<file path="src/rtl/vcad_ram.sv">
`timescale 1ns / 1ps
// ============================================================================
// vcad_ram
// Generic single write, single read RAM with registered read-first output.
// ============================================================================
module vcad_ram #(
   parameter int WIDTH = 8,
   parameter int DEPTH = 256
) (
   input  logic                                      clock,
   input  logic                                      wr_en,
   input  logic [((DEPTH > 1) ? $clog2(DEPTH) : 1)-1:0] wr_addr,
   input  logic [WIDTH-1:0]                          wr_data,
   input  logic                                      rd_en,
   input  logic [((DEPTH > 1) ? $clog2(DEPTH) : 1)-1:0] rd_addr,
   output logic [WIDTH-1:0]                          rd_data
);

   logic [WIDTH-1:0] mem_ff [DEPTH];
   logic [WIDTH-1:0] rd_data_ff;

   always_ff @(posedge clock) begin
      if (wr_en) begin
         mem_ff[wr_addr] <= wr_data;
      end
      if (rd_en) begin
         rd_data_ff <= mem_ff[rd_addr];
      end
   end

   assign rd_data = rd_data_ff;

endmodule

</file>
<file path="config.mk">
export PLATFORM = sky130hd
export DESIGN_NAME = vcad_ram
export DESIGN_NICKNAME = d
export VERILOG_FILES = /design/src/rtl/vcad_ram.sv
export SDC_FILE = /design/constraint.sdc
export NUM_CORES = 2
export LEC_CHECK = 0
export BUFFER_PORTS_ARGS = -buffer_cell sky130_fd_sc_hd__buf_2
export CORE_MARGIN = 10
export CORE_UTILIZATION = 63
export CTS_CLUSTER_SIZE = 24
export DETAILED_ROUTE_END_ITERATION = 16
export HOLD_SLACK_MARGIN = 0.15
export PLACE_DENSITY_LB_ADDON = 0.2
export SKIP_LAST_GASP = 1
export SYNTH_ARGS = -nofsm -noshare
export SYNTH_HDL_FRONTEND = slang
export SYNTH_SLANG_ARGS = --single-unit
</file>
<file path="constraint.sdc">
create_clock -name clock -period 3.3 [get_ports clock]
set_clock_uncertainty 0.05 [all_clocks]
set_input_delay 0.33 -clock clock [delete_from_list [all_inputs] [get_ports clock]]
set_output_delay 0.33 -clock clock [all_outputs]
set_load 0.03 [all_outputs]
</file>
==> metrics.cfg <==
[grt]
grt_max_degree=111
grt-busiest-layer=met2
grt_first_pass_wirelength_um=289000
grt_usage=0.282
number_of_global_route_vias_before_repair=41700
met1_usage=0.376
overflow=0
initial_antenna_violation_count=11
groute.layer.met3.usage=0.0665
met2_track_usage_gr=0.452

[placement]
place.detailed.instances=5630
port_buffers=34
routabilityCongestion=0.876
place_hpwl_um=124000
area_after_dpl_mm2=0.0845

[clocking]
post-cts-setup-buffer-count=0
ctsRootBufferMaster=sky130_fd_sc_hd__clkbuf_16
tritoncts.num_buffers=195
ctsLongestPathBuffers=3
numClockSinks=2056
cts_tree=built
worst_skew_pair.late_latency_ps=830
post_cts_resize_count=0
clk_transition_reported_paths_ps=60
postCtsHoldBufs=9
cts_htree_levels=4

[yosys]
synth_nets=3760
mappedNetlistArea_mm2=0.0796
synth.largest_area_cell=sky130_fd_sc_hd__edfxtp_1
synth-seq-cells=2056
synth_area_per_cell_um2=21.3
synth.top_cells.by_area=sky130_fd_sc_hd__edfxtp_1, sky130_fd_sc_hd__mux4_2, sky130_fd_sc_hd__mux2i_1, sky130_fd_sc_hd__nor2_1, sky130_fd_sc_hd__a22oi_1
synth-warning-count=0
synth_enable_flop_cells=2056
yosysUniqueCellTypes=54
yosysTopAreaCellShare=0.775
synth_instances=3733
synth_seq_area_share=0.775
postSynth.topFlopCell=sky130_fd_sc_hd__edfxtp_1
async_reset_ff_frac=0

[routing]
avgRoutedWirePerCell_um=32.8
vias_per_std_cell=6.82
drt_pre_antenna_iters=6
drt_first_iter_violations=5604
via_count=40900
route.antenna.remaining_nets=0
routed_wirelength_um=197000
drc=0

[floorplan]
initial_utilization=0.634
std_cell_rows=130
core_area_mm2=0.126
boundary_pin_count=35
fp.dieArea_mm2=0.141
width_of_the_die_um=376
die-height_um=376

[sta]
finalSetupViolations=0
final_hold_viol_count=0
worst_slew_margin_rel=0.0157
finalMaxSlewViolations=0
max_freq_ghz=0.309
worstMarginPinSlew_ps=1470
fin_crit_ps=3230
grt_setup_unrepaired=no
min_period_over_period=0.979
timing.hold.ws_ps=242

[pwr]
power-per-cell-area_mw_per_mm2=586
peakVddDrop_mv=0.559
power.total_mw=53.2
static-leakage-power_nw=29.0

[setup_path]
end_kind=register
setup.worst_path.class=register to register
regToRegSetupSlack_ps=70
start_kind=register
critical_path.reg2reg.endpoint=rd_data[7]
worst-r2r-cell-count=6
crit_path_max_fanout=1
worst-endpoint-required_ps=3750
crit-reg2reg-launch=mem_ff[139][7]
timing.critical_path.arrival_ps=3680
worst_setup_path_endpoint=rd_data[7]
critical_path.startpoint=mem_ff[139][7]

[cells_and_area]
finalInstanceArea_mm2=0.0908
layout.nets=4213
final_cells=6004
share_of_cells_above_drive_strength_1=0.281
area_growth_syn_to_layout_pct=14.0
most-common-layout-cells=sky130_fd_sc_hd__edfxtp_1, sky130_fd_sc_hd__mux4_2, sky130_fd_sc_hd__buf_4
mostFrequentLayoutCell=sky130_fd_sc_hd__edfxtp_1

[status]
outcome=finished, violations left
violated_checks=capacitance limit

[hold_path]
class_of_the_tightest_hold_or_removal_check=primary input to register

[run]
cap_viol_max_count=1

[worst min-delay path by stage]
stage | startpoint | end | slack, ps | cells after the start
2_1_floorplan | wr_data[0] | mem_ff[0][0] | 380 | 0
3_3_place_gp | rd_en | rd_data[1] | 750 | 1
3_5_place_dp | rd_en | rd_data[1] | 750 | 1
4_1_cts | wr_addr[6] | mem_ff[216][7] | 170 | 4
5_1_grt | wr_addr[1] | mem_ff[167][5] | 240 | 4
6_report | wr_addr[1] | mem_ff[203][0] | 240 | 4
[Yosys cell counts, types with 13 or more instances]
cell type,n
sky130_fd_sc_hd__a211oi_1,16
sky130_fd_sc_hd__a21oi_1,96
sky130_fd_sc_hd__a221oi_1,13
sky130_fd_sc_hd__a22oi_1,133
sky130_fd_sc_hd__buf_1,22
sky130_fd_sc_hd__buf_2,31
sky130_fd_sc_hd__buf_4,27
sky130_fd_sc_hd__buf_6,21
sky130_fd_sc_hd__buf_8,13
sky130_fd_sc_hd__clkbuf_1,111
sky130_fd_sc_hd__edfxtp_1,2056
sky130_fd_sc_hd__mux2i_1,134
sky130_fd_sc_hd__mux4_2,454
sky130_fd_sc_hd__nand2_1,33
sky130_fd_sc_hd__nand3_1,34
sky130_fd_sc_hd__nor2_1,282
sky130_fd_sc_hd__nor2b_1,31
sky130_fd_sc_hd__nor3_1,22
sky130_fd_sc_hd__nor4_1,24
sky130_fd_sc_hd__o221ai_1,46
sky130_fd_sc_hd__o22ai_1,28
[registers in the layout (all words and copies together) (netlist names)]
name / cells
mem_ff: 2048
rd_data: 8
[cell families after synthesis]
kind of cell / count (synthesis) / share of synthesized area
muxes: 591 / 0.146
and+or+nand+nor: 466 / 0.0263
AOI/OAI and AO/OA: 385 / 0.0342
buffers and inverters: 235 / 0.0183
DFF: 2056 / 0.775
[critical path: stages, from the launching register on]
cell	delay (ps)
sky130_fd_sc_hd__edfxtp_1	380
sky130_fd_sc_hd__mux4_2	510
sky130_fd_sc_hd__mux4_2	490
sky130_fd_sc_hd__nor2_1	140
sky130_fd_sc_hd__a2111oi_2	70
sky130_fd_sc_hd__nor3_1	1110
sky130_fd_sc_hd__nor4_1	160
[layout make-up]
class	instances	area, um2
flip-flops and latches	2056	61700
clock buffers	246	5200
well taps	1650	2060
diodes	5	12.5
fillers	7144	34800
inverters	2	7.51
clock inverters	114	957
repair buffers	489	4300
multi-input cells	1442	16500
[layer usage]
layer  routed length, um  part of all wire
met2               96600              0.49
met5                  58           0.00029
met3               20900              0.11
met4                8450             0.043
met1               71200              0.36
[per-stage QoR]
stage,utilization,setup TNS [ps],setup WS [ps]
3_5_place_dp,0.673,-2360,-564
2_1_floorplan,-,0,844
4_1_cts,0.723,0,165
6_report,0.723,0,67.9
3_3_place_gp,0.673,-4650,-953
5_1_grt,0.723,0,54.7
[power by group]
group / switching (mW) / leakage (nW) / internal [mW]
registers: 0.0332 / 18.5 / 28.8
logic: 1.76 / 7.49 / 1.03
clock network: 9.39 / 3.02 / 12.2
No activity file was read; power rests on OpenSTA's default activity.
