File: src/rtl/vcad_pkg.sv
`timescale 1ns / 1ps
// ============================================================================
// vcad_pkg
// Shared field widths, colour constants and control types of the screen
// cell attribute decoder.
// ============================================================================
package vcad_pkg;

   localparam int COLUMN_W = 6;
   localparam int LINE_W   = 8;
   localparam int BYTE_W   = 8;
   localparam int TILE_W   = 11;
   localparam int CIDX_W   = 5;
   localparam int PIXELS   = 8;

   // low resolution background sits in the upper half of the palette
   localparam logic [CIDX_W-1:0] BG_BASE   = 5'h10;
   localparam logic [CIDX_W-1:0] HI_PIXEL  = 5'd2;
   localparam logic [CIDX_W-1:0] HI_COLOR  = 5'd5;
   localparam int                BLINK_BIT = 7;

   typedef logic [CIDX_W-1:0]             cidx_type;
   typedef cidx_type [PIXELS-1:0]         cidx_row_type;
   typedef logic [2*BYTE_W-1:0]           cell_word_type;

   typedef struct packed {
      logic busy;
      logic blink_we;
   } clear_ctl_type;

endpackage

File: src/rtl/vcad_pixmap.sv
`timescale 1ns / 1ps
// ============================================================================
// vcad_pixmap
// Maps a pixel byte and colour byte to eight palette indices.
// ============================================================================
module vcad_pixmap import vcad_pkg::*; (
   input  logic              hires,
   input  logic [BYTE_W-1:0] pixel_byte,
   input  logic [BYTE_W-1:0] color_byte,
   input  logic              blink_on,
   output cidx_row_type      pixels
);

   cidx_type bg;
   cidx_type fg;

   always_comb begin
      bg = BG_BASE | {2'b00, color_byte[2:0]};
      fg = {1'b0, color_byte[6:3]};
      if (color_byte[BLINK_BIT] && blink_on) begin
         fg = bg;
      end
   end

   // pixel 0 is the leftmost, taken from bit 7
   always_comb begin
      for (int k = 0; k < PIXELS; k++) begin
         if (hires) begin
            pixels[k] = (pixel_byte[PIXELS-1-k] ? HI_PIXEL : '0)
                      | (color_byte[PIXELS-1-k] ? HI_COLOR : '0);
         end else begin
            pixels[k] = pixel_byte[PIXELS-1-k] ? fg : bg;
         end
      end
   end

endmodule

File: config.mk
export PLATFORM = sky130hd
export DESIGN_NAME = vcad_pixmap
export DESIGN_NICKNAME = d
export VERILOG_FILES = /design/src/rtl/vcad_pkg.sv /design/src/rtl/vcad_pixmap.sv
export SDC_FILE = /design/constraint.sdc
export NUM_CORES = 1
export LEC_CHECK = 0
export BUFFER_PORTS_ARGS = -buffer_cell sky130_fd_sc_hd__buf_2
export CAP_MARGIN = 25
export CORE_ASPECT_RATIO = 1.1
export CORE_MARGIN = 3
export CORE_UTILIZATION = 40
export DETAILED_ROUTE_END_ITERATION = 12
export MAX_ROUTING_LAYER = met4
export PLACE_DENSITY = 0.82
export SYNTH_ARGS = -nofsm -noshare
export SYNTH_HDL_FRONTEND = slang
export SYNTH_SLANG_ARGS = --single-unit
File: constraint.sdc
create_clock -name vclk -period 1.2
set_input_delay 0.12 -clock vclk [all_inputs]
set_output_delay 0.12 -clock vclk [all_outputs]
set_load 0.1 [all_outputs]
==> flow_metrics.tcl, run 1 <==
set metrics [dict create \
    yosysUniqueCellTypes 22 \
    yosysSeqAreaShare 0 \
    die_y_um 48.06 \
    tool.error "[ERROR DPL-0038] Utilization greater than 100%, impossible to legalize" \
    syn-cell-area_um2 643.1 \
    yosys_warnings 0 \
    row_count 14 \
    synthTopCellsByArea "a21oi_1 (12%), a21bo_2 (11%), a31oi_1 (9.7%), a22o_1 (9.5%), nand2_1 (8.2%)" \
    haltStage "detailed placement (3_5_place_dp)" \
    syn_avg_cell_area_um2 6.630 \
    yosysTopAreaCell "a21oi_1" \
    start_util 0.4477 \
    fp.dieW_um 44.23 \
    status "stopped before the end" \
    synthCells 97 \
    yosysMostFrequentCell "a21oi_1" \
    syn_nets 115 \
    yosysTopAreaCellShare 0.1245 \
    io_buffers 58 \
    gp_congestion 0.8480 \
    synth_commonest_cells "a21oi_1 (16), nand2_1 (14), a31oi_1 (10)" \
    io_pins 58 \
]
==> through the flow <==
stage	setup WS, ps	setup TNS [ps]
after floorplan	-405.9	-4120
after global placement	-98.32	-1816
==> cells by family after synthesis <==
logic type	after synthesis	synth area share
muxes	4	0.07003
and+or+nand+nor	33	0.2665
buffers and inverters	12	0.1051
AOI/OAI and AO/OA	48	0.5584
==> run 2, diff against run 1 <==
--- a/config.mk
+++ b/config.mk
@@ -7,12 +7,10 @@
 export LEC_CHECK = 0
 export BUFFER_PORTS_ARGS = -buffer_cell sky130_fd_sc_hd__buf_2
 export CAP_MARGIN = 25
-export CORE_ASPECT_RATIO = 1.1
-export CORE_MARGIN = 3
-export CORE_UTILIZATION = 40
+export CORE_AREA = 3 3 64 66
 export DETAILED_ROUTE_END_ITERATION = 12
-export MAX_ROUTING_LAYER = met4
-export PLACE_DENSITY = 0.82
+export DIE_AREA = 0 0 67 69
+export PLACE_DENSITY_LB_ADDON = 0.15
 export SYNTH_ARGS = -nofsm -noshare
 export SYNTH_HDL_FRONTEND = slang
 export SYNTH_SLANG_ARGS = --single-unit
==> run 2 against run 1 <==
Synthesized cell count unchanged; the flow now finishes, with violations (setup timing); area after synthesis unchanged.
==> flow_metrics.tcl, run 2 <==
set metrics [dict create \
    num_antenna_cells 0 \
    slew_headroom 0.7994 \
    min_period_over_period 1.051 \
    syn_nets 115 \
    io_buffers 58 \
    power_density_mw_per_mm2 833.8 \
    synth-adder-area-share 0 \
    synth_mux_area_frac 0.07004 \
    gr-total-overflow 0 \
    slew_violations 0 \
    grt_pass1_wl_um 5664 \
    yosysSeqAreaShare 0 \
    gp_congestion 0.7631 \
    multi_input_area_um2 890.9 \
    hp-class "input pin to output port" \
    start_util 0.1770 \
    placed_cell_area_mm2 0.002017 \
    total_power_w 0.001760 \
    grt_pass1_vias 1128 \
    first_pass_iters 4 \
    crit_path_frequent_cell "buf_12" \
    max_stage_delay_ps 220 \
    synth_commonest_cells "a21oi_1 (16), nand2_1 (14), a31oi_1 (10)" \
    drv_cap 0 \
    peakVddDrop_mv 0.4340 \
    crit_chain "buf_8 > buf_12 > a21oi_4 > buf_4 > and3_2 > buf_12" \
    synth_top_family_by_area "compound AO/OA/AOI/OAI gates" \
    grt_max_degree 12 \
    synthTopCellsByArea "a21oi_1 (12%), a21bo_2 (11%), a31oi_1 (9.7%), a22o_1 (9.5%), nand2_1 (8.2%)" \
    min_period_ps 1261 \
    status "complete, but fails checks" \
    synth-simple-area-share 0.2665 \
    dp_hpwl_um 2750 \
    synth_compound_area_frac 0.5584 \
    crit_end "pixels[18]" \
    syn-cell-area_um2 643.1 \
    yosysTopAreaCell "a21oi_1" \
    grt_usage 0.1498 \
    end_kind "output port" \
    detail_route.wl_per_cell_um 16.10 \
    io_pins 58 \
    clkbuf_count 0 \
    synthCells 97 \
    num-nets-final 189 \
    crit_path_start "blink_on" \
    antenna_found_initial 0 \
    layout_common_cells "buf_12 (42), buf_4 (18), a21oi_4 (15), buf_2 (15), nand2_1 (12)" \
    finalSetupViolations 9 \
    die_y_um 69 \
    fp.dieW_um 67 \
    syn_avg_cell_area_um2 6.630 \
    fmax_ghz 0.7931 \
    yosysTopAreaCellShare 0.1245 \
    crit_slowest_cell "a21oi_4" \
    hold_buffers 0 \
    layout_setup_ws_ps -60.86 \
    fp.coreArea_mm2 0.003633 \
    power.leakage_nw 0.9145 \
    critPathLaunchType "input pin" \
    finalHoldViolCount 0 \
    row_count 22 \
    path_max_fanout 6 \
    violations "setup timing" \
    seq_cells 0 \
    criticalPathCategory "input pin to output port" \
    syn2layout_area_growth_pct 228.2 \
    cp.arrival_ps 1140 \
    fill_cells 322 \
    rsz0062_at_grt "true" \
    dr.first_iter.drc_count 42 \
    fin_area_mm2 0.002111 \
    synth_xor_area_frac 0 \
    dieArea_mm2 0.004623 \
    final_common_cell "buf_12" \
    yosysMostFrequentCell "a21oi_1" \
    drc 0 \
    via_per_inst 4.908 \
    yosys_warnings 0 \
    drt_wl_total_um 3494 \
    seq_area_um2 0 \
    drtAntennaViolNets 0 \
    yosysUniqueCellTypes 22 \
    crit_required_ps 1080 \
    worst_pin_slew_ps 299.5 \
    post_route_cells_drive_above_1_share 0.8047 \
    routed-via-count 1065 \
]
==> run 2: per-stage QoR <==
stage          hold slack (ps)  worst slack (ps)  std cells  setup TNS [ps]  utilization
2_1_floorplan            407.1            -405.9         97           -4120            -
3_3_place_gp             612.9            -61.51        216          -790.4       0.5551
3_5_place_dp             623.3            -92.64        216           -1190       0.5551
4_1_cts                  623.3            -51.91        216          -250.8       0.5641
5_1_grt                  644.5            -96.57        217          -635.2       0.5809
6_report                 622.6            -60.86        217          -358.5       0.5809
==> run 2: cell families (layout without fill, tap and decap cells) <==
| kind of cell | Yosys count | after routing |
|---|---|---|
| compound gates | 48 | 48 |
| buf+inv | 12 | 84 |
| mux | 4 | 4 |
| simple gates | 33 | 33 |
==> run 2: repair_timing <==
item / CTS / global route
buffers inserted: 0 / 1
resized for setup: 10 / 12
setup endpoints to repair: 27 / 19
pin swaps: 5 / 4
==> run 2: layout make-up <==
type | instances | share of cell area
well taps | 48 | 0.02845
multi-input cells | 85 | 0.4221
repair buffers | 83 | 0.5459
inverters | 1 | 0.003557
==> run 2: metal layers <==
| metal | global-route usage | share of wire | up-vias |
|---|---|---|---|
| met3 | 0.01303 | 0.048 | 0 |
| met4 | 0.01351 | 0 | 0 |
| met1 | 0.1963 | 0.41 | 515 |
| li1 | - | - | 513 |
| met5 | 0 | 0 | - |
| met2 | 0.2686 | 0.54 | 37 |
==> run 2: where the power goes <==
group / internal, W / switching (W) / leakage (nW)
clock network: 0 / 0 / 0
registers: 0 / 0 / 0
logic: 0.000661 / 0.00110 / 0.914
==> run 2: how the worst min path moves through the flow <==
| stage | to | start | cells after the start | slack [ps] |
|---|---|---|---|---|
| finish | pixels[34] | pixel_byte[1] | 3 | 620 |
| global route | pixels[34] | pixel_byte[1] | 3 | 640 |
| CTS | pixels[34] | pixel_byte[1] | 3 | 620 |
| detailed placement | pixels[34] | pixel_byte[1] | 3 | 620 |
| global placement | pixels[34] | pixel_byte[1] | 3 | 610 |
| floorplan | pixels[19] | pixel_byte[4] | 1 | 410 |
==> run 2: worst max-delay path: cells and delay by family <==
kind | cells | cell delay (ps)
AO/OA/AOI/OAI | 1 | 220
AND/OR/NAND/NOR | 1 | 220
buffers and inverters | 4 | 580
Note: power is estimated with default switching activity, not from simulation.
==> run 3, diff against run 2 <==
==> constraint.sdc (replaced) <==
create_clock -name vclk -period 1.4
set_input_delay 0.14 -clock vclk [all_inputs]
set_output_delay 0.14 -clock vclk [all_outputs]
set_load 0.1 [all_outputs]
==> run 3 against run 2 <==
The flow now finishes without violations; first-iteration DRC count is 55% lower; wire length is 9.4% lower; combinational power is 20% lower; final cell count is 3.7% lower; sequential share of layout area stayed put; via count is 5.2% lower; cell area is 12% lower; setup slack better by 110 ps; critical endpoint is now pixels[35].
==> flow_metrics.tcl, run 3 (same netlist as run 2, synthesis figures left out) <==
set metrics [dict create \
    status "finished, final reports clean" \
    num_antenna_cells 0 \
    rsz0062_at_grt "false" \
    fmax_ghz 0.7404 \
    power_frac_seq 0 \
    power_density_mw_per_mm2 755.0 \
    post-place-ws_ps 64.04 \
    fill_cells 354 \
    switching_share 0.6457 \
    io_pins 58 \
    dr.first_iter.drc_count 19 \
    finalSetupViolations 0 \
    final_util 0.5114 \
    die_y_um 69 \
    clkbuf_count 0 \
    grt_max_degree 12 \
    hold_buffers 0 \
    drc 0 \
    worst_pin_slew_ps 488.8 \
    routed-via-count 1010 \
    whs_path_depth 3 \
    crit_slowest_cell "mux2_2" \
    gr-total-overflow 0 \
    crit_required_ps 1260 \
    critPathLaunchType "input pin" \
    hp-start "pixel_byte[2]" \
    ctsResizeCount 0 \
    seq_area_um2 0 \
    pwr-share-comb 1.000 \
    io_buffers 58 \
    grt_pass1_vias 1107 \
    post_route_cells_drive_above_1_share 0.7702 \
    grt_usage 0.1365 \
    layout_setup_ws_ps 49.41 \
    min_period_ps 1351 \
    power.leakage_nw 0.8124 \
    total_power_w 0.001403 \
    gp_congestion 0.7670 \
    crit_buf_inv 3 \
    via_per_inst 4.833 \
    path_max_fanout 7 \
    drv_cap 0 \
    fp.coreArea_mm2 0.003633 \
    finalHoldViolCount 0 \
    seq_cells 0 \
    cts_setup_buffers 0 \
    crit_path_frequent_cell "buf_12" \
    final_common_cell "buf_12" \
    crit_family "buffers and inverters" \
    start_util 0.1770 \
    peakVddDrop_mv 0.3429 \
    slew_headroom 0.6764 \
    slew_violations 0 \
    dieArea_mm2 0.004623 \
    antenna_found_initial 0 \
    detail_route.wl_per_cell_um 15.14 \
    switchingPower_w 0.0009058 \
    dp_hpwl_um 2659 \
    power.share.clock 0 \
    p_int_w 0.0004969 \
    hold-path-endpoint "pixels[29]" \
    end_kind "output port" \
    hp-class "input pin to output port" \
    layout_common_cells "buf_12 (41), buf_2 (19), buf_4 (15)" \
    criticalPathCategory "input pin to output port" \
    row_count 22 \
    drt_wl_total_um 3164 \
    syn2layout_area_growth_pct 188.9 \
    cp.arrival_ps 1210 \
    drtAntennaViolNets 0 \
    max_stage_delay_ps 300 \
    grt_pass1_wl_um 5250 \
    min_period_over_period 0.9647 \
    first_pass_iters 4 \
    num-nets-final 181 \
    crit_chain "buf_2 > buf_12 > a21oi_4 > nand2_1 > mux2_2 > buf_12" \
    fp.dieW_um 67 \
]
-- run 3: cell count changes in the layout (fill, tap and decap cells not counted), moves of 3 or more --
cell / previous run / this run
buf_2: 15 / 19
a21bo_2: 4 / 7
a22o_4: 7 / 0
a22o_2: 0 / 7
buf_4: 18 / 15
buf_6: 5 / 0
a21bo_4: 3 / 0
buf_8: 3 / 0
-- run 3: power groups by stage --
stage / Sequential (W) / Clock (W) / Combinational (W)
2_1_floorplan: 0 / 0 / 0.000904
3_3_place_gp: 0 / 0 / 0.00140
3_5_place_dp: 0 / 0 / 0.00141
4_1_cts: 0 / 0 / 0.00141
5_1_grt: 0 / 0 / 0.00145
6_report: 0 / 0 / 0.00140
-- run 3: worst max-delay path by stage --
stage                   from    endpoint  slack (ps)  cells past startpoint
floorplan           blink_on  pixels[20]        -250                      5
CTS                 blink_on  pixels[35]          60                      6
detailed placement  blink_on  pixels[35]          60                      6
global route           hires   pixels[7]           1                      5
finish              blink_on  pixels[35]          50                      6
global placement    blink_on  pixels[20]          70                      6
-- run 3: cell type report --
class / instances / area [um2] / area share
Inverter: 1 / 3.754 / 0.002020
Multi-Input combinational cell: 85 / 765.7 / 0.4121
Tap cell: 48 / 60.06 / 0.03232
Timing Repair Buffer: 75 / 1028 / 0.5535
-- run 3: layer usage --
metal / up-vias / share of wire / track usage
met5: - / 0 / 0
met4: 0 / 0 / 0
met3: 0 / 0.058 / 0.01629
met2: 38 / 0.51 / 0.2424
met1: 481 / 0.43 / 0.1836
li1: 491 / - / -
-- run 3: stage by stage --
step	std cells	area [um2]	setup TNS [ps]	hold WS [ps]
finish	209	1858	0	652.4
global route	209	1858	0	675.0
CTS	209	1858	0	652.4
detailed placement	209	1858	0	649.7
global placement	209	1858	0	653.3
floorplan	97	844.6	-2026	441.6
-- run 3: worst min-delay path: stages --
cell	delay, ps
buf_2	130
a21oi_2	80
buf_12	160
==> run 4, diff against run 3 <==
==> constraint.sdc (replaced) <==
create_clock -name vclk -period 1.4
set_input_delay 0.07 -clock vclk [all_inputs]
set_output_delay 0.07 -clock vclk [all_outputs]
set_load 0.1 [all_outputs]
==> run 4 against run 3 <==
Count of clock-buffer cells in the layout unchanged; hold slack got worse by 140 ps; die area unchanged; setup slack improved by 6.0 ps; sequential share of layout area unchanged; wire length increased by 2.3%; core utilization decreased by 3.1 points; power decreased by 2.4%; flip-flop and latch count unchanged; non-clock buffer count decreased by 9; cell area decreased by 6.1%.
==> flow_metrics.tcl, run 4 (same netlist as run 2, synthesis figures left out) <==
set metrics [dict create \
    min_period_over_period 0.9604 \
    place_inst 200 \
    grt_pass1_wl_um 5154 \
    finalSetupViolations 0 \
    gp_congestion 0.7353 \
    gr-total-overflow 0 \
    ctsResizeCount 0 \
    post-place-ws_ps 86.41 \
    post_route_cells_drive_above_1_share 0.6579 \
    drc 0 \
    fin_area_mm2 0.001744 \
    fill_cells 357 \
    via_per_inst 4.970 \
    rsz0062_at_grt "false" \
    drt_wl_total_um 3238 \
    grt_max_degree 15 \
    power.leakage_nw 0.7552 \
    hold_buffers 0 \
    io_buffers 58 \
    cp.arrival_ps 1270 \
    grt_usage 0.1352 \
    power_density_mw_per_mm2 784.6 \
    peakVddDrop_mv 0.3238 \
    detail_route.wl_per_cell_um 16.19 \
    fp.coreArea_mm2 0.003633 \
    clkbuf_count 0 \
    drtAntennaViolNets 0 \
    path_max_fanout 12 \
    dr.first_iter.drc_count 43 \
    slew_headroom 0.5836 \
    worst_pin_slew_ps 623.4 \
    row_count 22 \
    cts_setup_buffers 0 \
    routed-via-count 994 \
    fmax_ghz 0.7437 \
    layout_setup_ws_ps 55.43 \
    drv_cap 0 \
    fp.dieW_um 67 \
    holdWs_ps 514.8 \
    seq_area_um2 0 \
    placed_cell_area_mm2 0.001744 \
    start_util 0.1770 \
    finalNonFillerCells 200 \
    end_kind "output port" \
    multi_input_area_um2 747.0 \
    num-nets-final 172 \
    layout_common_cells "buf_12 (39), buf_2 (20), nand2_1 (14), a21oi_4 (14), a31oi_1 (10)" \
    dieArea_mm2 0.004623 \
    critPathLaunchType "input pin" \
    status "finished, final reports clean" \
    criticalPathCategory "input pin to output port" \
    dp_hpwl_um 2540 \
    antenna_found_initial 0 \
    seq_cells 0 \
    min_period_ps 1345 \
    die_y_um 69 \
    slew_violations 0 \
    num_antenna_cells 0 \
    finalHoldViolCount 0 \
    final_common_cell "buf_12" \
    first_pass_iters 4 \
    crit_required_ps 1330 \
    io_pins 58 \
    syn2layout_area_growth_pct 171.2 \
    grt_pass1_vias 986 \
    hp-class "input pin to output port" \
    final_util 0.4800 \
]
## run 4: worst max-delay path: stages
cell	delay [ps]
buf_2	200
nor2b_1	530
a22o_1	280
buf_12	190
## run 4: worst paths after layout
check | from | end | slack [ps] | cells past startpoint
min | pixel_byte[2] | pixels[29] | 510 | 3
max | hires | pixels[16] | 60 | 4
## run 4: cell type report
class	count	share of cell area
well taps	48	0.03443
multi-input cells	85	0.4283
inverters	1	0.002152
repair buffers	66	0.5352
## run 4: metrics by stage
step / power (W) / setup TNS (ps)
global route: 0.001409 / 0
floorplan: 0.0008962 / -647.0
CTS: 0.001377 / 0
detailed placement: 0.001374 / 0
finish: 0.001368 / 0
global placement: 0.001367 / 0
## run 4: per-layer routing
| layer | routed length (um) | GRT usage | up-vias |
|---|---|---|---|
| met5 | 0 | 0 | - |
| met4 | 23 | 0.009009 | 0 |
| met3 | 364 | 0.03746 | 4 |
| met2 | 1502 | 0.2194 | 58 |
| met1 | 1347 | 0.1836 | 456 |
| li1 | - | - | 476 |
## run 4: power breakdown
group	internal, W	switching, W	total, W	leakage, nW
Combinational	0.000463	0.000905	0.00137	0.755
Clock	0	0	0	0
Sequential	0	0	0	0
Total	0.000463	0.000905	0.00137	0.755
