**src/rtl/vcad_pkg.sv**
```systemverilog
`timescale 1ns / 1ps
// ============================================================================
// vcad_pkg
// Shared field widths, colour constants and control types of the screen
// cell attribute decoder.
// ============================================================================
package vcad_pkg;

   localparam int COLUMN_W = 6;
   localparam int LINE_W   = 8;
   localparam int BYTE_W   = 8;
   localparam int TILE_W   = 11;
   localparam int CIDX_W   = 5;
   localparam int PIXELS   = 8;

   // low resolution background sits in the upper half of the palette
   localparam logic [CIDX_W-1:0] BG_BASE   = 5'h10;
   localparam logic [CIDX_W-1:0] HI_PIXEL  = 5'd2;
   localparam logic [CIDX_W-1:0] HI_COLOR  = 5'd5;
   localparam int                BLINK_BIT = 7;

   typedef logic [CIDX_W-1:0]             cidx_type;
   typedef cidx_type [PIXELS-1:0]         cidx_row_type;
   typedef logic [2*BYTE_W-1:0]           cell_word_type;

   typedef struct packed {
      logic busy;
      logic blink_we;
   } clear_ctl_type;

endpackage

```
**src/rtl/vcad_clear.sv**
```systemverilog
`timescale 1ns / 1ps
// ============================================================================
// vcad_clear
// Post-reset sweep that zeroes the cell cache and the line blink cache.
// ============================================================================
module vcad_clear import vcad_pkg::*; #(
   parameter int DEPTH = 10240,
   parameter int LINES = 256
) (
   input  logic                                      clock,
   input  logic                                      reset,
   output clear_ctl_type                             ctl,
   output logic [((DEPTH > 1) ? $clog2(DEPTH) : 1)-1:0] addr
);

   localparam int AW = (DEPTH > 1) ? $clog2(DEPTH) : 1;

   logic          busy_ff;
   logic [AW-1:0] addr_ff;

   always_ff @(posedge clock) begin
      if (reset) begin
         busy_ff <= 1'b1;
         addr_ff <= '0;
      end else if (busy_ff) begin
         if (addr_ff == AW'(DEPTH - 1)) begin
            busy_ff <= 1'b0;
         end else begin
            addr_ff <= addr_ff + AW'(1);
         end
      end
   end

   assign ctl.busy     = busy_ff;
   assign ctl.blink_we = busy_ff && (32'(addr_ff) < 32'(LINES));
   assign addr         = addr_ff;

endmodule

```
**config.mk**
```make
export PLATFORM = sky130hd
export DESIGN_NAME = vcad_clear
export DESIGN_NICKNAME = d
export VERILOG_FILES = /design/src/rtl/vcad_pkg.sv /design/src/rtl/vcad_clear.sv
export SDC_FILE = /design/constraint.sdc
export NUM_CORES = 1
export LEC_CHECK = 0
export BUFFER_PORTS_ARGS = -buffer_cell sky130_fd_sc_hd__buf_2
export CORE_MARGIN = 2
export CORE_UTILIZATION = 35
export CTS_BUF_LIST = sky130_fd_sc_hd__clkbuf_4 sky130_fd_sc_hd__clkbuf_8 sky130_fd_sc_hd__clkbuf_16
export DETAILED_ROUTE_END_ITERATION = 10
export SLEW_MARGIN = 5
export SYNTH_ARGS = -nofsm -noshare
export SYNTH_HDL_FRONTEND = slang
export SYNTH_SLANG_ARGS = --single-unit
```
**constraint.sdc**
```tcl
create_clock -name clock -period 3.1 [get_ports clock]
set_input_delay 0.31 -clock clock [delete_from_list [all_inputs] [get_ports clock]]
set_output_delay 0.31 -clock clock [all_outputs]
set_load 0.05 [all_outputs]
```
==> run_results.csv, run 1 <==
group,metric,value,unit
cts,cts_setup_buffers,0,
critical_path,end_kind,"register",
power_and_ir_drop,combPwrFrac,7.5,%
timing,setup_viol,0,
timing,clock_skew,0.00445,ns
worst_hold_path,hold_end,"addr[11]",
cts,clockBufferDepth,2,
timing,final.setup.tns,0,ns
timing,slew_headroom,64.6,%
power_and_ir_drop,clkPwrFrac,35.0,%
critical_path,critPathTopFamily,"compound AO/OA/AOI/OAI gates",
timing,final-max-slew-violation-count,0,
worst_hold_path,hp-start,"reset",
grt,grt_overflow,0,
cts,cts_root_buf,"clkbuf_4",
synth,synth-warning-count,0,
final_layout,areaGrowthSynthToFinish,16.7,%
cts,ctsResizeCount,0,
timing,max_freq,542,MHz
critical_path,crit_chain,"ha_1, nand4_1, o41ai_4, mux2i_1, nor2_1",
cts,cts.sinks,15,
floorplan,num_rows,17,
worst_hold_path,whs_path_depth,2,
place,place_area,877,µm²
critical_path,ff2ff_setup_slack,1.25,ns
detailed_routing,dr.pass1.iters,4,
timing,hold_viol,0,
grt,first_global_vias,627,
synth,synth_ff_type,"dfxtp_1",
cts,numCtsBuffers,3,
detailed_routing,post_drt_wl_per_cell,12.4,µm
synth,ys_seq_area_share,38.6,%
floorplan,die_y,51.1,µm
status,status,"completed",
power_and_ir_drop,power.density,384,nW/µm²
final_layout,diodes,0,
cts,htreeDepth,1,
timing,rsz0062_at_grt,"no",
final_layout,drive_gt1_share,30.5,%
place,gp_congestion,0.754,
run,cap_viol_max_count,0,
critical_path,crit_slowest_cell,"o41ai_4",
power_and_ir_drop,seq_power_share,57.5,%
synth,synthTopCellsByArea,"dfxtp_1 39%, nor2_1 4.8%, nor4_1 4.0%",
synth,synth.net_count,89,
synth,syn_area_per_cell,9.03,µm²
place,dp_cells,129,
timing,period_share,59.6,%
cts,cts_tree,"done",
worst_hold_path,min_path_type,"primary input to register",
final_layout,final_common_cell,"buf_2",
synth,yosys.area.top_type_share,38.6,%
floorplan,dieWidth,51.1,µm
cts,holdBufCountCts,0,
synth,async_reset_ff_share,0,%
floorplan,core,2150,µm²
cts,clkLatencyLatePin,0.29,ns
critical_path,critical_path_required,3.27,ns
place,hpwl,1190,µm
detailed_routing,vias,701,
critical_path,rr_startpoint,"addr[0]",
final_layout,nNetsFinal,109,
final_layout,most-common-layout-cells,"17 x buf_2, 15 x dfxtp_1, 10 x nor2_1",
power_and_ir_drop,vdd_drop_max,0.204,mV
power_and_ir_drop,swShare,24.9,%
critical_path,slowest_delay,0.57,ns
place,portBuffers,17,
critical_path,cp_num_buf_inv,0,
critical_path,cp_max_fo,9,
floorplan,pin_count,18,
floorplan,initial_utilization,36.2,%
detailed_routing,drtIter0Drc,10,
power_and_ir_drop,internal_power,262,µW
detailed_routing,drc,0,
grt,grt_pass1_wl,2670,µm
final_layout,final_cell_area,907,µm²
grt,grt_max_degree,18,
critical_path,start_kind,"register",
grt,track_usage,13.9,%
detailed_routing,vias_per_cell,5.27,
timing,fin_crit,1.85,ns
power_and_ir_drop,leakagePower,0.370,nW
synth,synth_edf_count,0,
synth,synth_largest_area_cell,"dfxtp_1",
synth,synth_cell_types,30,
final_layout,fin_util,42.2,%
synth,syn_inst,86,
timing,max_slew.worst_pin.slew,0.529,ns
detailed_routing,wl,1650,µm
detailed_routing,postRouteAntennaNets,0,
final_layout,final_cells,133,
critical_path,r2r_end,"addr[1]",
floorplan,dieArea,2610,µm²
critical_path,crit_arrival,2.02,ns
grt,grt_antenna_before_repair,0,
synth,ys_ff_latch,15,
critical_path,worstSetupPathType,"register to register",
critical_path,rr_worst_depth,5,
synth,netlist_area,777,µm²
cts,clk_pin_slew,0.09,ns
power_and_ir_drop,switchingPower,86.6,µW
## cell families after synthesis
kind of cell / synth area share (%)
AO/OA/AOI/OAI: 14.8
XOR/XNOR: 2.25
adder cells (fa/ha/maj): 1.61
buffers and inverters: 3.54
flip-flops: 38.6
multiplexers: 5.47
AND/OR/NAND/NOR: 33.7
## cell type report
type                            count  area (µm²)
Fill cell                         225        1240
Multi-Input combinational cell     67         449
Sequential cell                    15         300
Timing Repair Buffer               17        85.1
Tap cell                           28        35.0
Clock buffer                        4        30.0
Inverter                            2        7.51
## power groups by stage
| stage | clock network, mW | registers [mW] | logic [mW] |
|---|---|---|---|
| finish | 0.122 | 0.200 | 0.0263 |
| global route | 0.133 | 0.201 | 0.0281 |
| global placement | 0 | 0.204 | 0.0261 |
| detailed placement | 0 | 0.204 | 0.0267 |
| floorplan | 0 | 0.215 | 0.00915 |
| CTS | 0.126 | 0.200 | 0.0267 |
## stage by stage
stage | hold WS [ns] | power [mW] | worst slack [ns]
6_report | 0.378 | 0.348 | 1.25
5_1_grt | 0.389 | 0.362 | 1.05
4_1_cts | 0.377 | 0.353 | 1.23
3_5_place_dp | 0.486 | 0.231 | 1.26
3_3_place_gp | 0.473 | 0.230 | 1.32
2_1_floorplan | 0.411 | 0.224 | 1.06
## synthesized netlist by cell type, types with 2 or more instances
| library cell | instances |
|---|---|
| a21oi_1 | 6 |
| a31oi_1 | 2 |
| and3_1 | 2 |
| dfxtp_1 | 15 |
| inv_1 | 2 |
| mux2_2 | 2 |
| mux2i_1 | 2 |
| nand2_1 | 5 |
| nand2b_1 | 2 |
| nand3_1 | 4 |
| nand3_2 | 2 |
| nand4_1 | 2 |
| nor2_1 | 10 |
| nor2b_1 | 2 |
| nor3_1 | 2 |
| nor4_1 | 5 |
| o21ai_0 | 3 |
| o21bai_1 | 2 |
| o31ai_1 | 2 |
| or3_2 | 3 |
| or4_1 | 2 |
## worst max-delay path by stage
stage	from	endpoint	slack, ns	depth (start not counted)
floorplan	addr[0]	addr[1]	1.06	5
global placement	addr[0]	addr[1]	1.32	5
detailed placement	addr[0]	addr[1]	1.26	5
CTS	addr[0]	addr[1]	1.23	5
global route	addr[0]	addr[3]	1.05	5
finish	addr[0]	addr[1]	1.25	5
## worst reg2reg max path, stage by stage, from the launching register on
cell and delay [ns]:
dfxtp_1 0.42, ha_1 0.23, nand4_1 0.21, o41ai_4 0.57
mux2i_1 0.25, nor2_1 0.06
## flip-flops by register name (all words and copies together), names as in the netlist
name	cells
addr	14
busy_ff	1
## metal layers
layer / GRT usage, % / up-vias / part of all wire (%)
li1: - / 358 / -
met1: 16.3 / 329 / 46
met2: 22.9 / 10 / 49
met3: 1.75 / 4 / 1.8
met4: 10.8 / 0 / 3.6
met5: 0 / - / 0
No activity file was read; power rests on OpenSTA's default activity.
==> run 2, diff against run 1 <==
Clock period 3.1 ns to 1.6 ns, I/O delays scaled along.
==> run 2 against run 1 <==
Sequential power rose by 90%. Non-clock buffer count rose by 10. Combinational power rose by 140%. Count of clock-buffer cells in the layout did not move.
==> run_results.csv, run 2 (same netlist as run 1, synthesis figures left out) <==
group,metric,value,unit
cts,cts.sinks,15,
cts,cts_setup_buffers,0,
cts,cts_root_buf,"clkbuf_4",
critical_path,start_kind,"register",
timing,setup_viol,0,
final_layout,num-fill-cells,216,
final_layout,areaGrowthSynthToFinish,41.1,%
final_layout,most-common-layout-cells,"16 x buf_2, 10 x nor2_1, 9 x dfxtp_2",
floorplan,die_y,51.1,µm
cts,cts_tree,"done",
cts,clk_pin_slew,0.09,ns
cts,holdBufCountCts,0,
grt,grt_pass1_wl,3020,µm
floorplan,num_rows,17,
detailed_routing,vias,737,
place,hpwl,1340,µm
timing,max_slew.worst_pin.slew,0.387,ns
critical_path,crit_arrival,1.74,ns
critical_path,cp_max_fo,9,
timing,final.setup.tns,0,ns
detailed_routing,vias_per_cell,5.15,
detailed_routing,postRouteAntennaNets,0,
detailed_routing,dr.pass1.iters,4,
power_and_ir_drop,power.density,620,nW/µm²
timing,slew_headroom,74.0,%
detailed_routing,wl,1830,µm
timing,period_share,98.8,%
place,gp_congestion,0.742,
cts,numCtsBuffers,3,
detailed_routing,drc,0,
floorplan,dieArea,2610,µm²
final_layout,largest_register_ffs,14,
timing,final-max-slew-violation-count,0,
floorplan,initial_utilization,36.2,%
timing,fin_crit,1.58,ns
timing,hold_viol,0,
timing,rsz0062_at_grt,"yes",
place,dp_cells,139,
power_and_ir_drop,leakagePower,0.446,nW
grt,track_usage,15.2,%
floorplan,pin_count,18,
final_layout,drive_gt1_share,53.9,%
cts,htreeDepth,1,
final_layout,final_common_cell,"buf_2",
critical_path,end_kind,"register",
timing,clock_skew,0.00626,ns
grt,grt_antenna_before_repair,0,
critical_path,critical_path_required,1.76,ns
detailed_routing,post_drt_wl_per_cell,12.8,µm
grt,grt_max_degree,18,
final_layout,nNetsFinal,119,
floorplan,core,2150,µm²
place,portBuffers,17,
final_layout,final_cells,143,
cts,clkLatencyLatePin,0.28,ns
grt,grt_overflow,0,
run,cap_viol_max_count,0,
power_and_ir_drop,vdd_drop_max,0.376,mV
cts,clockBufferDepth,2,
detailed_routing,drtIter0Drc,7,
final_layout,diodes,0,
floorplan,dieWidth,51.1,µm
status,status,"completed",
grt,first_global_vias,688,
worst_hold_path,min_path_type,"primary input to register",
critical_path,ff2ff_setup_slack,0.02,ns
timing,max_freq,633,MHz
timing,whs,0.230,ns
critical_path,worstSetupPathType,"register to register",
==> run 2: critical path: stages (launching register included) <==
cell     delay, ns
dfxtp_4       0.35
or3b_4        0.40
o41ai_4       0.30
buf_6         0.17
mux2i_1       0.19
nor2_1        0.05
==> run 2: final timing paths <==
path                            startpoint  cells after the start       end
worst min register to register     addr[7]                      1   addr[7]
worst max register to register    addr[11]                      5   addr[1]
worst max-delay path              addr[11]                      5   addr[1]
worst min-delay path                 reset                      2  addr[11]
==> run 2: cell type report <==
type | instances | area [µm²] | share of cell area [%]
inverter | 2 | 7.51 | 0.685
clock buffer | 4 | 30.0 | 2.74
multi-input combinational | 67 | 507 | 46.2
timing repair buffer | 27 | 186 | 17.0
sequential | 15 | 330 | 30.1
tap | 28 | 35.0 | 3.20
==> run 2: metrics by stage <==
| stage | setup WS [ns] | area, µm² | utilization, % | total power [mW] |
|---|---|---|---|---|
| finish | 0.0200 | 1100 | 51.0 | 0.680 |
| global route | -0.0608 | 1100 | 51.0 | 0.724 |
| CTS | -0.00119 | 1060 | 49.5 | 0.694 |
| detailed placement | -0.00701 | 1030 | 48.0 | 0.455 |
| global placement | 0.0203 | 1030 | 48.0 | 0.453 |
| floorplan | -0.0979 | 843 | - | 0.434 |
==> run 2: repair_timing <==
item                                   CTS  global route
gates resized for setup                  1             6
endpoints found under the hold margin    0             0
pin swaps                                1             2
setup endpoints to repair                3             9
==> run 2: where the power goes <==
part / internal [mW] / switching (mW) / total, mW
sequential: 0.374 / 0.00707 / 0.381
combinational: 0.0215 / 0.0423 / 0.0638
clock: 0.114 / 0.121 / 0.235
total: 0.509 / 0.170 / 0.680
==> run 2: metal layers <==
layer	vias to the layer above	share of wire (%)	GRT usage, %
met5	-	0	0
met4	0	0.76	7.66
li1	379	-	-
met1	350	46	19.3
met2	6	51	24.0
met3	2	2.0	3.51
==> run 3, diff against run 2 <==
Settings changed: CORE_MARGIN 2 to default.
Clock period 1.6 ns to 1.5 ns, I/O delays scaled along.
==> run 3 against run 2 <==
The run now ends with setup timing left. Wire length rose by 16%. Core utilization up 12 points. Global-route usage up 1.5 points. Critical endpoint unchanged. Flip-flop and latch count unchanged. Largest power group unchanged. Combinational power rose by 8.6%. Critical path depth rose by 1. Maximum frequency up 0.45%. Hold slack worse by 0.031 ns. Setup slack worse by 0.093 ns. Register-to-register slack got worse by 0.09 ns. Clock skew is 0.0048 ns lower.
==> run_results.csv, run 3 (same netlist as run 1, synthesis figures left out) <==
group,metric,value,unit
status,status,"finished, violations left",
status,violations,"setup timing",
grt,grt_antenna_before_repair,0,
floorplan,dieArea,2410,µm²
timing,max_slew.worst_pin.slew,0.302,ns
final_layout,nNetsFinal,129,
grt,track_usage,16.8,%
grt,first_global_vias,745,
place,gp_congestion,0.735,
run,cap_viol_max_count,0,
power_and_ir_drop,p_total,708,µW
timing,fin_ws,-0.0730,ns
final_layout,areaGrowthSynthToFinish,63.0,%
grt,grt_overflow,0,
floorplan,initial_utilization,38.4,%
critical_path,critical_path_required,1.68,ns
critical_path,crit_arrival,1.76,ns
cts,htreeDepth,1,
final_layout,seqCellArea,352,µm²
detailed_routing,post_drt_wl_per_cell,13.9,µm
critical_path,cp_num_buf_inv,1,
power_and_ir_drop,seq_power_share,55.6,%
cts,numCtsBuffers,3,
place,portBuffers,17,
cts,clk_pin_slew,0.10,ns
worst_hold_path,min_path_type,"primary input to register",
final_layout,num-fill-cells,172,
power_and_ir_drop,switchingPower,198,µW
timing,fin_crit,1.57,ns
critical_path,worstSetupPathType,"register to register",
power_and_ir_drop,clkPwrFrac,34.6,%
floorplan,die_y,49.1,µm
cts,holdBufCountCts,0,
final_layout,largest_register_ffs,14,
power_and_ir_drop,leakagePower,0.563,nW
cts,clockBufferDepth,2,
final_layout,most-common-layout-cells,"17 x buf_2, 16 x buf_4, 13 x dfxtp_4",
cts,clkLatencyLatePin,0.29,ns
place,dpl_worst_slack,-0.102,ns
power_and_ir_drop,internal_power,509,µW
detailed_routing,vias_per_cell,5.41,
cts,cts_root_buf,"clkbuf_4",
critical_path,slowest_delay,0.37,ns
critical_path,crit_slowest_cell,"dfxtp_4",
cts,cts_tree,"done",
place,hpwl,1370,µm
floorplan,dieWidth,49.1,µm
timing,hold_viol,0,
timing,setup_viol,8,
grt,grt_pass1_wl,3130,µm
final_layout,final_cells,152,
floorplan,core,2020,µm²
timing,period_share,105,%
detailed_routing,dr.pass1.iters,4,
final_layout,final_common_cell,"buf_2",
detailed_routing,wl,2120,µm
detailed_routing,drc,0,
place,dp_cells,145,
power_and_ir_drop,swShare,28.0,%
place,place_area,1090,µm²
timing,clock_skew,0.00147,ns
critical_path,start_kind,"register",
final_layout,drive_gt1_share,61.6,%
final_layout,final_cell_area,1270,µm²
floorplan,pin_count,18,
timing,final-max-slew-violation-count,0,
critical_path,critPathTopFamily,"flip-flops",
detailed_routing,vias,823,
critical_path,cp_max_fo,5,
detailed_routing,postRouteAntennaNets,0,
final_layout,multiInputGateArea,596,µm²
timing,rsz0062_at_grt,"yes",
cts,cts.sinks,15,
critical_path,end_kind,"register",
detailed_routing,drtIter0Drc,11,
floorplan,num_rows,16,
critical_path,crit_chain,"ha_4, nand4_1, o41ai_4, buf_4, mux2i_1, nor2_1",
power_and_ir_drop,power.density,559,nW/µm²
power_and_ir_drop,combPwrFrac,9.8,%
timing,slew_headroom,79.8,%
timing,max_freq,636,MHz
final_layout,diodes,0,
final_layout,fin_util,62.6,%
power_and_ir_drop,vdd_drop_max,0.384,mV
grt,grt_max_degree,18,
-- run 3: worst paths after layout --
check | from | end | slack, ns | cells after the start
max reg2reg | addr[0] | addr[1] | -0.07 | 6
min reg2reg | addr[7] | addr[7] | 0.48 | 1
min | reset | addr[5] | 0.20 | 2
max | addr[0] | addr[1] | -0.07 | 6
-- run 3: repair_timing --
item | 4_1_cts | 5_1_grt
gates resized for setup | 11 | 13
hold endpoints to repair | 0 | 0
gates cloned | 1 | 0
buffers inserted | 3 | 1
pin swaps | 11 | 7
setup endpoints to repair | 10 | 14
-- run 3: power groups by stage --
stage / combinational (mW) / sequential, mW / clock [mW]
global placement: 0.0692 / 0.403 / 0
global route: 0.0756 / 0.395 / 0.273
finish: 0.0693 / 0.393 / 0.245
CTS: 0.0694 / 0.394 / 0.254
detailed placement: 0.0689 / 0.403 / 0
floorplan: 0.0207 / 0.429 / 0
-- run 3: worst register-to-register path, stage by stage (launching register included) --
cell and delay, ns:
dfxtp_4 0.37, ha_4 0.14, nand4_1 0.18, o41ai_4 0.35, buf_4 0.19, mux2i_1 0.18, nor2_1 0.05
-- run 3: metal layers --
metal,global-route usage [%],vias to the layer above,share of wire [%]
met5,0,-,0
met4,5.88,0,2.0
met3,4.05,5,4.7
met2,27.6,20,50
met1,21.1,399,43
li1,-,399,-
-- run 3: layout make-up --
type | instances | area share [%]
inverters | 2 | 0.593
multi-input cells | 67 | 47.0
well taps | 27 | 2.67
repair buffers | 37 | 19.8
clock inverters | 1 | 0.395
clock buffers | 3 | 1.78
flip-flops and latches | 15 | 27.8
-- run 3: stage by stage --
stage,hold WS (ns),setup TNS [ns]
floorplan,0.251,-1.03
global placement,0.443,-0.229
detailed placement,0.453,-0.367
CTS,0.205,-0.225
global route,0.224,-1.07
finish,0.200,-0.274
